## src/rtl/cslx_pkg.sv

```systemverilog
// shared types and constants for the character stream lexer
// no dependencies
package cslx_pkg;

    // longest token text kept, in characters (1 to 8)
    localparam int unsigned MaxLen = 8;

    localparam int unsigned TextW  = 64;
    localparam int unsigned LenW   = 4;
    localparam int unsigned QDepth = 4;
    localparam int unsigned QPtrW  = 2;
    localparam int unsigned QCntW  = 3;

    // packed keyword text, first character in the low byte
    localparam logic [TextW-1:0] KwReturn = 64'h0000_6E72_7574_6572;
    localparam logic [LenW-1:0]  KwReturnLen = 4'd6;
    localparam logic [TextW-1:0] KwLet    = 64'h0000_0000_0074_656C;
    localparam logic [LenW-1:0]  KwLetLen = 4'd3;

    typedef enum logic [2:0] {
        KIND_RETURN = 3'd0,
        KIND_LET    = 3'd1,
        KIND_VAR    = 3'd2,
        KIND_INT    = 3'd3,
        KIND_SEMI   = 3'd4,
        KIND_EQUAL  = 3'd5,
        KIND_PLUS   = 3'd6,
        KIND_MINUS  = 3'd7
    } t_kind;

    typedef enum logic [1:0] {
        MODE_NONE   = 2'd0,
        MODE_WORD   = 2'd1,
        MODE_NUMBER = 2'd2
    } t_mode;

    typedef struct packed {
        t_kind             kind;
        logic [TextW-1:0]  text;
        logic [LenW-1:0]   len;
        logic              truncated;
        logic              last;
    } t_token;

endpackage

```

## src/rtl/char_stream_lexer.sv

```systemverilog
// character stream lexer: one source byte in per beat, tokens out
// uses cslx_pkg for token kinds, scan modes and the token record
// a token beat is written into the result queue on the byte that completes it
// throughput: one byte per cycle; one token beat leaves per cycle while i_ready holds,
//   from a 4-entry queue, and the input stalls while three or more token beats wait
// reset (synchronous, active low) drops the pending token and empties the queue
module char_stream_lexer (
    input  logic        i_clk,
    input  logic        i_rst_n,
    input  logic        i_valid,
    output logic        o_ready,
    input  logic [7:0]  i_ch,
    input  logic        i_end_of_input,
    output logic        o_valid,
    input  logic        i_ready,
    output logic [2:0]  o_token_kind,
    output logic [63:0] o_token_text,
    output logic [3:0]  o_text_length,
    output logic        o_truncated,
    output logic        o_last
);

    // pending token state
    cslx_pkg::t_mode                 r_mode, n_mode;
    logic [cslx_pkg::TextW-1:0]      r_text, n_text;
    logic [cslx_pkg::LenW-1:0]       r_count, n_count;
    logic                            r_ovf, n_ovf;

    // result queue
    cslx_pkg::t_token                r_q [cslx_pkg::QDepth];
    logic [cslx_pkg::QPtrW-1:0]      r_wr_ptr, r_rd_ptr;
    logic [cslx_pkg::QCntW-1:0]      r_q_count, n_q_count;

    logic                            in_beat, out_beat;
    cslx_pkg::t_token                res0, res1;
    logic [1:0]                      n_res;
    cslx_pkg::t_token                flush_tok;
    logic                            flush_has;
    logic                            is_letter, is_digit;
    logic                            punct_has;
    cslx_pkg::t_kind                 punct_kind;
    logic [cslx_pkg::TextW-1:0]      base_text;
    logic [cslx_pkg::LenW-1:0]       base_count;
    logic                            base_ovf;

    function automatic logic [cslx_pkg::QCntW-1:0] QCntExt(input logic [1:0] v);
        return {1'b0, v};
    endfunction

    function automatic logic [cslx_pkg::QPtrW-1:0] QPtrExt(input logic [1:0] v);
        return v;
    endfunction

    assign in_beat  = i_valid && o_ready;
    assign out_beat = o_valid && i_ready;
    assign o_ready  = (r_q_count < cslx_pkg::QCntW'(cslx_pkg::QDepth - 1));
    assign o_valid  = (r_q_count != '0);

    assign o_token_kind  = r_q[r_rd_ptr].kind;
    assign o_token_text  = r_q[r_rd_ptr].text;
    assign o_text_length = r_q[r_rd_ptr].len;
    assign o_truncated   = r_q[r_rd_ptr].truncated;
    assign o_last        = r_q[r_rd_ptr].last;

    // character class
    always_comb begin
        is_letter  = 1'b0;
        is_digit   = 1'b0;
        punct_has  = 1'b0;
        punct_kind = cslx_pkg::KIND_SEMI;
        case (i_ch) inside
            [8'h41:8'h5A], [8'h61:8'h7A]: is_letter = 1'b1;
            [8'h30:8'h39]:                is_digit  = 1'b1;
            8'h3B: begin
                punct_has  = 1'b1;
                punct_kind = cslx_pkg::KIND_SEMI;
            end
            8'h3D: begin
                punct_has  = 1'b1;
                punct_kind = cslx_pkg::KIND_EQUAL;
            end
            8'h2B: begin
                punct_has  = 1'b1;
                punct_kind = cslx_pkg::KIND_PLUS;
            end
            8'h2D: begin
                punct_has  = 1'b1;
                punct_kind = cslx_pkg::KIND_MINUS;
            end
            default: ;
        endcase
    end

    // token that the pending text would make if flushed now
    always_comb begin
        flush_has           = (r_mode == cslx_pkg::MODE_WORD) ||
                              (r_mode == cslx_pkg::MODE_NUMBER);
        flush_tok.kind      = cslx_pkg::KIND_VAR;
        flush_tok.text      = r_text;
        flush_tok.len       = r_count;
        flush_tok.truncated = r_ovf;
        flush_tok.last      = 1'b0;
        if (r_mode == cslx_pkg::MODE_NUMBER) begin
            flush_tok.kind = cslx_pkg::KIND_INT;
        end else if (!r_ovf && r_count == cslx_pkg::KwReturnLen &&
                     r_text == cslx_pkg::KwReturn) begin
            flush_tok.kind = cslx_pkg::KIND_RETURN;
            flush_tok.text = '0;
            flush_tok.len  = '0;
        end else if (!r_ovf && r_count == cslx_pkg::KwLetLen &&
                     r_text == cslx_pkg::KwLet) begin
            flush_tok.kind = cslx_pkg::KIND_LET;
            flush_tok.text = '0;
            flush_tok.len  = '0;
        end
    end

    // next pending state and the results of this beat
    always_comb begin
        n_mode     = r_mode;
        n_text     = r_text;
        n_count    = r_count;
        n_ovf      = r_ovf;
        res0       = flush_tok;
        res1       = '0;
        res1.kind  = punct_kind;
        n_res      = 2'd0;
        base_text  = '0;
        base_count = '0;
        base_ovf   = 1'b0;
        if (in_beat) begin
            if (!i_end_of_input && (is_letter || is_digit) &&
                ((is_letter && r_mode == cslx_pkg::MODE_WORD) ||
                 (is_digit && r_mode == cslx_pkg::MODE_NUMBER))) begin
                // same kind: extend the pending token
                base_text  = r_text;
                base_count = r_count;
                base_ovf   = r_ovf;
            end else begin
                // anything else ends the pending token
                n_res = flush_has ? 2'd1 : 2'd0;
            end
            if (!i_end_of_input && (is_letter || is_digit)) begin
                n_mode = is_letter ? cslx_pkg::MODE_WORD : cslx_pkg::MODE_NUMBER;
                n_text = base_text;
                if (base_count < cslx_pkg::LenW'(cslx_pkg::MaxLen)) begin
                    for (int b = 0; b < 8; b++) begin
                        if (base_count[2:0] == 3'(b)) begin
                            n_text[8*b +: 8] = i_ch;
                        end
                    end
                    n_count = base_count + 1'b1;
                    n_ovf   = base_ovf;
                end else begin
                    n_count = base_count;
                    n_ovf   = 1'b1;
                end
            end else begin
                n_mode  = cslx_pkg::MODE_NONE;
                n_text  = '0;
                n_count = '0;
                n_ovf   = 1'b0;
                if (!i_end_of_input && punct_has) begin
                    if (flush_has) begin
                        n_res = 2'd2;
                    end else begin
                        res0  = res1;
                        n_res = 2'd1;
                    end
                end
            end
        end
        if (n_res == 2'd2) begin
            res1.last = 1'b1;
        end else begin
            res0.last = 1'b1;
        end
    end

    // queue occupancy
    always_comb begin
        n_q_count = r_q_count + QCntExt(n_res) - (out_beat ? 3'd1 : 3'd0);
    end

    // control registers
    always_ff @(posedge i_clk) begin
        if (!i_rst_n) begin
            r_mode    <= cslx_pkg::MODE_NONE;
            r_text    <= '0;
            r_count   <= '0;
            r_ovf     <= 1'b0;
            r_wr_ptr  <= '0;
            r_rd_ptr  <= '0;
            r_q_count <= '0;
        end else begin
            r_mode    <= n_mode;
            r_text    <= n_text;
            r_count   <= n_count;
            r_ovf     <= n_ovf;
            r_wr_ptr  <= r_wr_ptr + QPtrExt(n_res);
            r_rd_ptr  <= r_rd_ptr + (out_beat ? 2'd1 : 2'd0);
            r_q_count <= n_q_count;
        end
    end

    // queue payload, no reset needed
    always_ff @(posedge i_clk) begin
        if (n_res != 2'd0) begin
            r_q[r_wr_ptr] <= res0;
        end
        if (n_res == 2'd2) begin
            r_q[r_wr_ptr + 2'd1] <= res1;
        end
    end

endmodule

```

## config.mk

```make
export PLATFORM = sky130hd
export DESIGN_NAME = char_stream_lexer
export DESIGN_NICKNAME = d
export VERILOG_FILES = /design/src/rtl/cslx_pkg.sv /design/src/rtl/char_stream_lexer.sv
export SDC_FILE = /design/constraint.sdc
export NUM_CORES = 1
export LEC_CHECK = 0
export ABC_CLOCK_PERIOD_IN_PS = 5000
export BUFFER_PORTS_ARGS = -buffer_cell sky130_fd_sc_hd__buf_2
export CAP_MARGIN = 40
export CORE_UTILIZATION = 40
export CTS_BUF_LIST = sky130_fd_sc_hd__clkbuf_16
export DETAILED_ROUTE_END_ITERATION = 8
export GPL_ROUTABILITY_DRIVEN = 0
export PLACE_DENSITY = 0.53
export SYNTH_ARGS = -nofsm -noshare
export SYNTH_HDL_FRONTEND = slang
export SYNTH_SLANG_ARGS = --single-unit
```

## constraint.sdc

```tcl
create_clock -name i_clk -period 5 [get_ports i_clk]
set_input_delay 0.5 -clock i_clk [delete_from_list [all_inputs] [get_ports i_clk]]
set_output_delay 0.5 -clock i_clk [all_outputs]
set_load 0.1 [all_outputs]
```

==> summary.md, run 1 <==
| Metric | Value |
|---|---|
| Hold EP | r_text[63] |
| CP Max Fanout | 25 |
| Run status | complete, no violations |
| Slew HR | 42.0% |
| Synth cell types | just under 70 |
| RR Endpoint | r_q[0][71] |
| DR pass1 iterations | 5 |
| CTS buffer count | 41 |
| Setup bufs post-CTS | 0 |
| Largest net degree at the start of global routing | 65 |
| Cell Pwr Density | approximately 400 nW/um^2 |
| CP required | approximately 5300 ps |
| Worst path arrival time | ~3700 ps |
| Clock latency on the worst-skew pair | about 540 ps |
| Startpoint Class | flop |
| Die area | roughly 37,000 um^2 |
| Fin crit period | 3400 ps |
| Max incr delay on CP | about 770 ps |
| Leak | 0.00629 uW |
| Initial Utilization | about two fifths |
| Setup slack, reg-to-reg | around 1600 ps |
| Synthesized cell area | between 10,000 and 15,000 um^2 |
| Routed WL per cell | approximately 24 um |
| CTS root buf | clkbuf_16 |
| Share of total power in the clock network | between 40% and 50% |
| Post-synth EDFFs | 12 |
| Worst Skew | 14.9 ps |
| CTS Hold Buffers Added | 0 |
| Post-synth top area share | about 50% |
| Fmax achieved | approximately 0.29 GHz |
| Highest-delay cell along the critical path | a2111oi_4 |
| Switching pwr | 1840 uW |
| Switching part of the total | a little over a quarter |
| Synth Register Bits | 370 |
| Clock transition at the registers of the reported paths | 60 ps |
| Drt total wl | about 42 mm |
| Core ar. | 35,500 um^2 |
| Prevailing post-synth register cell | dfxtp_1 |
| Post-DP HPWL | ~26 mm |
| Max cap viols | 0 |
| Post-DRT Antenna Nets | 0 |
| Fin Setup TNS | 0 ps |
| DRC errors left | 0 |
| Yosys warnings | 0 |
| Hold crit path type | in2reg |
| Worst setup EP type | flop |
| Cells after Synth | approximately 1.2k |
| First-pass GRT wire length | 64.6 mm |
| Worst setup margin | between 1500 and 2000 ps |
| Worst setup path class | reg2reg |
| Seq/Total Area, Yosys | around 52% |
| Hold depth | 3 |
| GRT Overall Usage | between 20% and 30% |
| Site Rows | between 60 and 70 |
| Syn avg cell area | between 10 and 15 um^2 |
| Top-Level Pins | 88 |
| DR iter-0 viols | ~990 |
| CTS Sinks | 370 |
| Layout Nets | approximately 1.3k |
| Layout cell share with drive strength beyond 1 | roughly 20% |
| Final Cycle Share | approximately two thirds |
| Hold Vio Cnt, Final | 0 |
| Worst vdd ir | roughly 0.32 mV |
| Area grow syn2layout | 15.1% |
| RSZ-0062 raised after global routing | false |
| Syn_nets | between 1k and 1.5k |
| Reg power frac | 45.3% |
| Ys async rst share | 0% |
| RR Startpoint | r_count[1] |
| Vias per cell | ~6 |
| # setup viols final | 0 |
| Leading area contributor after synthesis | dfxtp_1 |
| Vias | 10.5k |
| Hold Startpoint | i_ch[7] |
| Max-slew violation count | 0 |
| Int Power | about 5000 uW |
| CTS-repair resized insts | 0 |
| CTS tree | yes |
| R2R depth | 7 |
| Crit-path cells | nor4bb_1 > nand4b_1 > or4_1 > a2111oi_4 > nor3_4 > buf_4 > a21o_1 |
| Actual slew at the worst max-slew pin | a little under 900 ps |
| Vias in the first global route | roughly 10k |
| H-tree depth | 2 |
| Commonest cells after routing, fill and taps aside | dfxtp_1, a22o_1, buf_2 |
| Post-place setup slack | 1340 ps |
| Max Root-Sink Buffers | 3 |
| Total global routing overflow | 0 |
| Port-buffer cells | slightly below 90 |
| Area contributors post-synth | dfxtp_1, a22o_1, mux4_2 |
| Crit path from | r_count[1] |
| Commonest non-fill, non-tap cell in the layout | dfxtp_1 |
| Combinational fraction of design power | approximately an eighth |
| Chip height | about 190 um |
| Die Wd | between 150 and 200 um |
| Initial antenna violation count | 1 |
state kept, by name, indices dropped and copies added (netlist names):
register,cells
r_wr_ptr,2
r_count,4
r_ovf,1
r_q,292
r_text,64
r_rd_ptr,2
r_mode,2
r_q_count,3
stage by stage:
stage          instances  hold slack (ps)  power, uW  cell area, um^2  utilization [%]
2_1_floorplan       1191              421       3760            14400                -
3_5_place_dp        1659              444       3980            15200             42.9
6_report            1733              235       6800            16500             46.6
5_1_grt             1733              236       7040            16500             46.6
3_3_place_gp        1657              436       3960            15200             42.8
4_1_cts             1732              216       6870            16500             46.6
metal layers:
metal	GRT usage, %	part of all wire [%]
met1	34.6	48
met2	34.0	45
met3	3.41	5.5
met4	6.53	2.0
met5	0	0
power by group through the flow:
stage,combinational [uW],sequential (uW),clock [uW]
3_3_place_gp,741,3220,0
6_report,835,3080,2890
3_5_place_dp,834,3140,0
2_1_floorplan,689,3070,0
5_1_grt,883,3090,3070
4_1_cts,839,3080,2950
cell families (layout without fill, tap and decap cells):
| family | Yosys count | in the layout | share of synthesized area [%] |
|---|---|---|---|
| compound gates | 413 | 413 | 23.6 |
| other cells | 0 | 1 | 0 |
| mux | 74 | 74 | 11.5 |
| fa+ha+maj | 14 | 14 | 1.27 |
| simple gates | 195 | 195 | 7.35 |
| buf+inv | 118 | 198 | 3.45 |
| xor+xnor | 7 | 7 | 0.427 |
| flops | 370 | 370 | 52.4 |
cells in the mapped netlist, types with 6 or more instances:
cell type,instances
a21oi_1,26
a22o_1,272
and2_1,18
buf_1,10
buf_2,23
clkbuf_1,60
dfxtp_1,358
edfxtp_1,12
ha_1,13
inv_1,17
mux4_2,73
nand2_1,69
nand3_1,22
nand4_1,6
nor2_1,19
nor4_1,13
o21ai_0,37
o2bb2ai_1,35
how the worst max path moves through the flow:
stage / to / slack [ps] / cells after the start
after global placement: r_q[3][0] / 1400 / 8
after detailed placement: r_q[3][0] / 1340 / 8
after floorplan: r_q_count[2] / 1070 / 9
final: r_q[0][71] / 1600 / 7
after CTS: r_q[0][71] / 1620 / 9
after global routing: r_q[0][71] / 1430 / 7
critical path: cells and delay by family (launching register included):
family | cells | cell delay, ps
buf+inv | 1 | 330
compound gates | 2 | 960
simple gates | 4 | 1230
flops | 1 | 630
final cells by class:
type	count	area, um^2
Antenna cell	1	2.50
Tap cell	461	577
Multi-Input combinational cell	703	6380
Inverter	19	71.3
Fill cell	3202	19000
Timing Repair Buffer	106	673
Clock inverter	30	206
Clock buffer	43	1080
Sequential cell	370	7530
No activity file was read; power rests on OpenSTA's default activity.
==> inputs of run 2 (changes only) <==
--- a/config.mk
+++ b/config.mk
@@ -5,7 +5,8 @@
 export SDC_FILE = /design/constraint.sdc
 export NUM_CORES = 1
 export LEC_CHECK = 0
-export ABC_CLOCK_PERIOD_IN_PS = 5000
+export ABC_AREA = 1
+export ABC_CLOCK_PERIOD_IN_PS = 3600
 export BUFFER_PORTS_ARGS = -buffer_cell sky130_fd_sc_hd__buf_2
 export CAP_MARGIN = 40
 export CORE_UTILIZATION = 40
==> constraint.sdc (replaced) <==
create_clock -name i_clk -period 3.6 [get_ports i_clk]
set_input_delay 0.36 -clock i_clk [delete_from_list [all_inputs] [get_ports i_clk]]
set_output_delay 0.36 -clock i_clk [all_outputs]
set_load 0.1 [all_outputs]
==> summary.md, run 2 <==
| Metric | Value |
|---|---|
| Synth cell types | 36 (-47%) |
| Initial antenna violation count | 0 (-1) |
| Multi-input logic area | 9620 um^2 (+51%) |
| Worst setup margin | 537 ps (-1060 ps) |
| Vias per cell | 5.33 (-12%) |
| Clock transition at the registers of the reported paths | 60 ps (about the same) |
| Total power | 18,500 uW (+170%) |
| Setup bufs post-CTS | 0 (unchanged) |
| Commonest cells after routing, fill and taps aside | nand2_1, nor2_1, dfxtp_1 |
| CP Max Fanout | 80 (+220%) |
| Leading area contributor after synthesis | dfxtp_1 |
| Post-synth EDFFs | 12 (unchanged) |
| Fillcell total | 4,905 (+53%) |
| CTS tree | yes |
| Top-Level Pins | 88 (unchanged) |
| Hold depth | 3 (unchanged) |
| Actual slew at the worst max-slew pin | 801 ps (-67.5 ps) |
| Worst setup EP type | output port |
| DRC errors left | 13 (+13) |
| Site Rows | 79 (+14%) |
| Fin crit period | just over 3000 ps |
| DR pass1 iterations | 8 (+3) |
| Synth Register Bits | 370 (unchanged) |
| Worst Skew | 27.4 ps (+12.5 ps) |
| CTS Sinks | 370 (unchanged) |
| Failing checks | DRC |
| Worst vdd ir | 0.988 mV (+210%) |
| Leak | 0.0108 uW (+72%) |
| Routed WL per cell | 18.3 um (-24%) |
| Area post-placement | 19,800 um^2 (+30%) |
| Hold crit path type | in2reg |
| Cells after Synth | 2,932 (+150%) |
| Fmax achieved | about 0.33 GHz |
| Most frequent cells after synthesis | nand2_1, nor2_1, dfxtp_1 |
| Clock latency on the worst-skew pair | 590 ps (+50 ps) |
| Vias | 18.8k (+80%) |
| Startpoint Class | flop |
| CTS buffer count | 45 (+9.8%) |
| # diodes | 0 (-1) |
| Largest register FFs | 292 (unchanged) |
| Yosys warnings | 0 (unchanged) |
| CTS-repair resized insts | 0 (unchanged) |
| Seq/Total Area, Yosys | 39.6% (-13 points) |
| Syn_nets | 2,959 (+140%) |
| Top Metal Used | met4 |
| Syn avg cell area | 6.48 um^2 (-46%) |
| Most frequent cell after synthesis | nand2_1 |
| Prevailing post-synth register cell | dfxtp_1 |
| Met1 Routed Length | 28.9 mm (+45%) |
| Post-DP HPWL | 39.7 mm (+55%) |
| R2R depth | 12 (+5) |
| Die Wd | 220 um (+15%) |
| CP required | 3240 ps (-2050 ps) |
| Vias in the first global route | 17.4k (+68%) |
| Chip height | 220 um (+15%) |
| Worst path arrival time | 2700 ps (-990 ps) |
| Hold Vio Cnt, Final | 0 (unchanged) |
| Reg with most FFs | r_q |
| First-pass GRT wire length | 100 mm (+55%) |
| Area contributors post-synth | dfxtp_1, nand2_1, nor2_1 |
| Ys async rst share | 0% (unchanged) |
| Biggest regs | r_q: 292 flops, r_text: 64 flops, r_count: 4 flops |
| # setup viols final | 0 (unchanged) |
| Area grow syn2layout | 10.9% |
| Met3 wire len | 4.10 mm (+80%) |
| Largest net degree at the start of global routing | 133 (+100%) |
| GRT Overall Usage | 26.7% (+3.7 points) |
| Fin Setup TNS | 0 ps (unchanged) |
| Max cap viols | 0 (unchanged) |
| Worst setup path class | reg2out |
| Max-slew violation count | 0 (unchanged) |
| Cell Pwr Density | 877 nW/um^2 (+110%) |
| Final Cycle Share | 85.1% |
| Slew HR | 46.6% (+4.5 points) |
| Post-DRT Antenna Nets | 0 (unchanged) |
| Drt total wl | 64.5 mm (+55%) |
| Layout Nets | 2,926 (+130%) |
| RSZ-0062 raised after global routing | false |
| Max Root-Sink Buffers | 3 (unchanged) |
| Synthesized cell area | 19,000 um^2 (+32%) |
| Layout cell share with drive strength beyond 1 | 8.48% (-11 points) |
| Post-synth top area share | 37.7% (-12 points) |
| Met2 routed WL | 29.4 mm (+59%) |
| CTS root buf | clkbuf_16 |
| Die area | 48,400 um^2 (+32%) |
| H-tree depth | 2 (unchanged) |
| Commonest non-fill, non-tap cell in the layout | nand2_1 |
| DR iter-0 viols | 1,715 (+74%) |
| Initial Utilization | 40.7% (+0.26 points) |
| CTS Hold Buffers Added | 0 (unchanged) |
| Core ar. | 46,700 um^2 (+31%) |
| Post-place setup slack | 584 ps (-757 ps) |
| Finished Cell Area | 21,100 um^2 (+28%) |
| Total global routing overflow | 0 (unchanged) |
| Port-buffer cells | 87 (unchanged) |
| Run status | finished with violations |
| FF+latch area | 7530 um^2 (about the same) |
-- run 2: changes by cell type after synthesis, moves of 31 or more --
cell	previous run	this run
nand2_1	69	670
nor2_1	19	604
nand3_1	22	306
a22o_1	272	0
a21oi_1	26	253
inv_1	17	175
o21ai_0	37	140
mux4_2	73	0
nand4_1	6	57
o22ai_1	5	46
clkbuf_1	60	100
o2bb2ai_1	35	0
buf_6	1	32
-- run 2: cell type report --
class,instances,share of cell area [%]
multi-input cells,2150,45.7
flip-flops and latches,370,35.7
inverters,188,3.36
repair buffers,144,5.44
clock buffers,46,5.46
clock inverters,28,0.724
well taps,607,3.60
-- run 2: worst max-delay path: stages (launching register included) --
cell and delay, ps:
dfxtp_4 360, inv_4 190, buf_16 310, buf_4 340, a21oi_1 110, a21oi_1 240
buf_2 480
-- run 2: worst paths after layout --
path	startpoint	endpoint	slack [ps]
worst max-delay path	r_rd_ptr[0]	o_token_text[46]	540
worst min-delay path	i_rst_n	r_rd_ptr[0]	80
worst max register to register	r_mode[0]	r_text[32]	800
worst min register to register	r_q[0][72]	r_q[0][72]	460
-- run 2: per-stage QoR --
stage	hold WS (ps)	std cells	util, %
4_1_cts	49.0	3533	45.2
3_5_place_dp	438	3459	42.4
2_1_floorplan	420	2932	-
5_1_grt	88.9	3533	45.2
3_3_place_gp	433	3458	42.3
6_report	75.3	3533	45.2
-- run 2: power by group --
group	internal (uW)	leakage, uW	switching, uW
clock	2360	0.000675	1790
sequential	4590	0.00303	242
combinational	1610	0.00710	7880
-- run 2: routing by layer --
metal / global-route usage (%) / up-vias
li1: - / 9397
met1: 35.1 / 8686
met2: 43.2 / 630
met3: 4.35 / 129
met4: 11.0 / 0
met5: 0 / -
-- run 2: cells by family after synthesis --
family,Yosys count,synth area share (%)
buffers and inverters,412,9.98
adder cells (fa/ha/maj),14,0.962
AO/OA/AOI/OAI,460,12.7
AND/OR/NAND/NOR,1673,36.6
flip-flops,370,39.6
XOR/XNOR,3,0.138
==> inputs of run 3 (changes only) <==
--- a/config.mk
+++ b/config.mk
@@ -7,8 +7,9 @@
 export LEC_CHECK = 0
 export ABC_AREA = 1
 export ABC_CLOCK_PERIOD_IN_PS = 3600
-export BUFFER_PORTS_ARGS = -buffer_cell sky130_fd_sc_hd__buf_2
+export BUFFER_PORTS_ARGS = -buffer_cell sky130_fd_sc_hd__buf_4
 export CAP_MARGIN = 40
+export CORE_ASPECT_RATIO = 1.25
 export CORE_UTILIZATION = 40
 export CTS_BUF_LIST = sky130_fd_sc_hd__clkbuf_16
 export DETAILED_ROUTE_END_ITERATION = 8
==> summary.md, run 3 (synthesized netlist as in run 2, its figures left out) <==
| Metric | Value |
|---|---|
| Fmax achieved | 0.332 GHz (+1.8%) |
| Highest-delay cell along the critical path | inv_2 |
| Post-place setup slack | 561 ps (-23.4 ps) |
| Vias per cell | 5.30 (-0.67%) |
| Met1 Routed Length | 27.5 mm (-4.8%) |
| Leak | 0.0108 uW (+0.18%) |
| CTS buffer count | 42 (-6.7%) |
| Chip height | 246 um (+12%) |
| DR iter-0 viols | 1,274 (-26%) |
| Cell Pwr Density | 881 nW/um^2 (+0.51%) |
| Largest net degree at the start of global routing | 145 (+9.0%) |
| Startpoint Class | flop |
| Post-DRT Antenna Nets | 0 (unchanged) |
| CP Max Fanout | 26 (-68%) |
| Run status | complete, no violations |
| Most common cell on crit path | buf_4 |
| Max Root-Sink Buffers | 3 (unchanged) |
| Post-DP HPWL | 40.6 mm (+2.3%) |
| Biggest regs | r_q: 292 flops, r_text: 64 flops, r_count: 4 flops |
| Max cap viols | 0 (unchanged) |
| Commonest cells after routing, fill and taps aside | nand2_1, nor2_1, dfxtp_1 |
| Fin crit period | 3010 ps (-54.3 ps) |
| First-pass GRT wire length | 101 mm (+0.71%) |
| Vias | 18.9k (+0.12%) |
| Met3 wire len | 3.92 mm (-4.2%) |
| Layout cell share with drive strength beyond 1 | 8.46% (-0.014 points) |
| CTS Sinks | 370 (unchanged) |
| Drt total wl | 65.0 mm (+0.72%) |
| Clock transition at the registers of the reported paths | 60 ps (about the same) |
| Fillcell total | 4,978 (+1.5%) |
| Setup bufs post-CTS | 0 (unchanged) |
| Layout Nets | 2,929 (+0.10%) |
| Kind of cell adding the most delay to the critical path | buffers and inverters |
| Die Wd | 197 um (-10%) |
| Worst setup EP type | output port |
| CP required | 3240 ps (about the same) |
| Setup slack, reg-to-reg | 790 ps (about the same) |
| GRT Overall Usage | 26.7% (about the same) |
| RR Startpoint | r_mode[0] |
| Worst setup path class | reg2out |
| CTS tree | yes |
| Worst path buffer plus inverter count | 3 (-1) |
| Fin Setup TNS | 0 ps (unchanged) |
| Routed WL per cell | 18.3 um (about the same) |
| Die area | 48,400 um^2 (about the same) |
| Top-Level Pins | 88 (unchanged) |
| Largest register FFs | 292 (unchanged) |
| Crit path from | r_rd_ptr[1] |
| Worst Skew | 16.3 ps (-11.0 ps) |
| CTS Hold Buffers Added | 0 (unchanged) |
| Slew HR | 37.2% (-9.3 points) |
| Top Metal Used | met5 |
| Port-buffer cells | 87 (unchanged) |
| # diodes | 0 (unchanged) |
| Worst path arrival time | 2650 ps (-50 ps) |
| Commonest non-fill, non-tap cell in the layout | nand2_1 |
| Hold Vio Cnt, Final | 0 (unchanged) |
| Max incr delay on CP | 470 ps (about the same) |
| Reg with most FFs | r_q |
| Total global routing overflow | 0 (unchanged) |
| Initial Utilization | 40.9% (+0.17 points) |
| Vias in the first global route | 17.4k (-0.0058%) |
| Hold Startpoint | i_rst_n |
| Initial antenna violation count | 1 (+1) |
| CTS root buf | clkbuf_16 |
| # setup viols final | 0 (unchanged) |
| Site Rows | 88 (+11%) |
| Worst setup margin | 592 ps (+54.3 ps) |
| H-tree depth | 2 (unchanged) |
| DR pass1 iterations | 7 (-1) |
| Crit-path cells | inv_2 > buf_4 > o21ai_0 > o22ai_1 > buf_4 |
| Met2 routed WL | 30.5 mm (+3.9%) |
| Actual slew at the worst max-slew pin | 941 ps (+140 ps) |
| Clock latency on the worst-skew pair | 570 ps (-20 ps) |
| Core ar. | 46,500 um^2 (-0.41%) |
| CTS-repair resized insts | 0 (unchanged) |
| RSZ-0062 raised after global routing | false |
| Hold crit path type | in2reg |
| Worst vdd ir | 1.13 mV (+14%) |
| Final Cycle Share | 83.6% (-1.5 points) |
| Area grow syn2layout | 11.1% |
| DRC errors left | 0 (-13) |
| Max-slew violation count | 0 (unchanged) |
-- run 3: cell count changes in the layout (fill, tap and decap cells not counted), sizes merged --
cell    previous run  this run
buf              144       150
inv              196       204
clkinv            19        12
clkbuf            46        43
bufinv             1         2
-- run 3: where the power goes --
part / leakage, uW / total (uW) / switching (uW) / internal (uW)
sequential: 0.00303 / 4830 / 245 / 4590
clock: 0.000668 / 4050 / 1770 / 2290
combinational: 0.00713 / 9720 / 7850 / 1870
-- run 3: through the flow --
step	hold slack (ps)	instances	area, um^2	util (%)	total power (uW)
2_1_floorplan	420	2932	19000	-	12500
3_3_place_gp	433	3488	19900	42.7	14700
3_5_place_dp	438	3488	19900	42.7	14700
4_1_cts	43.4	3561	21100	45.4	18800
5_1_grt	71.1	3561	21100	45.4	19400
6_report	73.9	3561	21100	45.4	18600
-- run 3: path summary, 6_finish.rpt --
kind                           end  depth (start not counted)
setup / recovery  o_token_text[54]                          5
hold reg to reg         r_q[0][72]                          2
hold / removal         r_rd_ptr[0]                          3
setup reg to reg      r_q_count[2]                         16
-- run 3: layout make-up --
type | count | area, um^2 | area share (%)
Clock buffer | 43 | 1080 | 5.10
Timing Repair Buffer | 150 | 1210 | 5.75
Sequential cell | 370 | 7530 | 35.7
Inverter | 188 | 708 | 3.35
Clock inverter | 30 | 174 | 0.824
Multi-Input combinational cell | 2150 | 9620 | 45.6
Tap cell | 630 | 788 | 3.73
-- run 3: worst min-delay path, delay by kind of cell --
kind	cells	cell delay, ps
and+or+nand+nor	1	60
buffers and inverters	2	190
-- run 3: metal layers --
layer  global-route usage, %  vias up
li1                        -     9400
met4                    12.2        2
met1                    33.5     8731
met3                    4.51      146
met2                    44.6      585
met5                       0        -
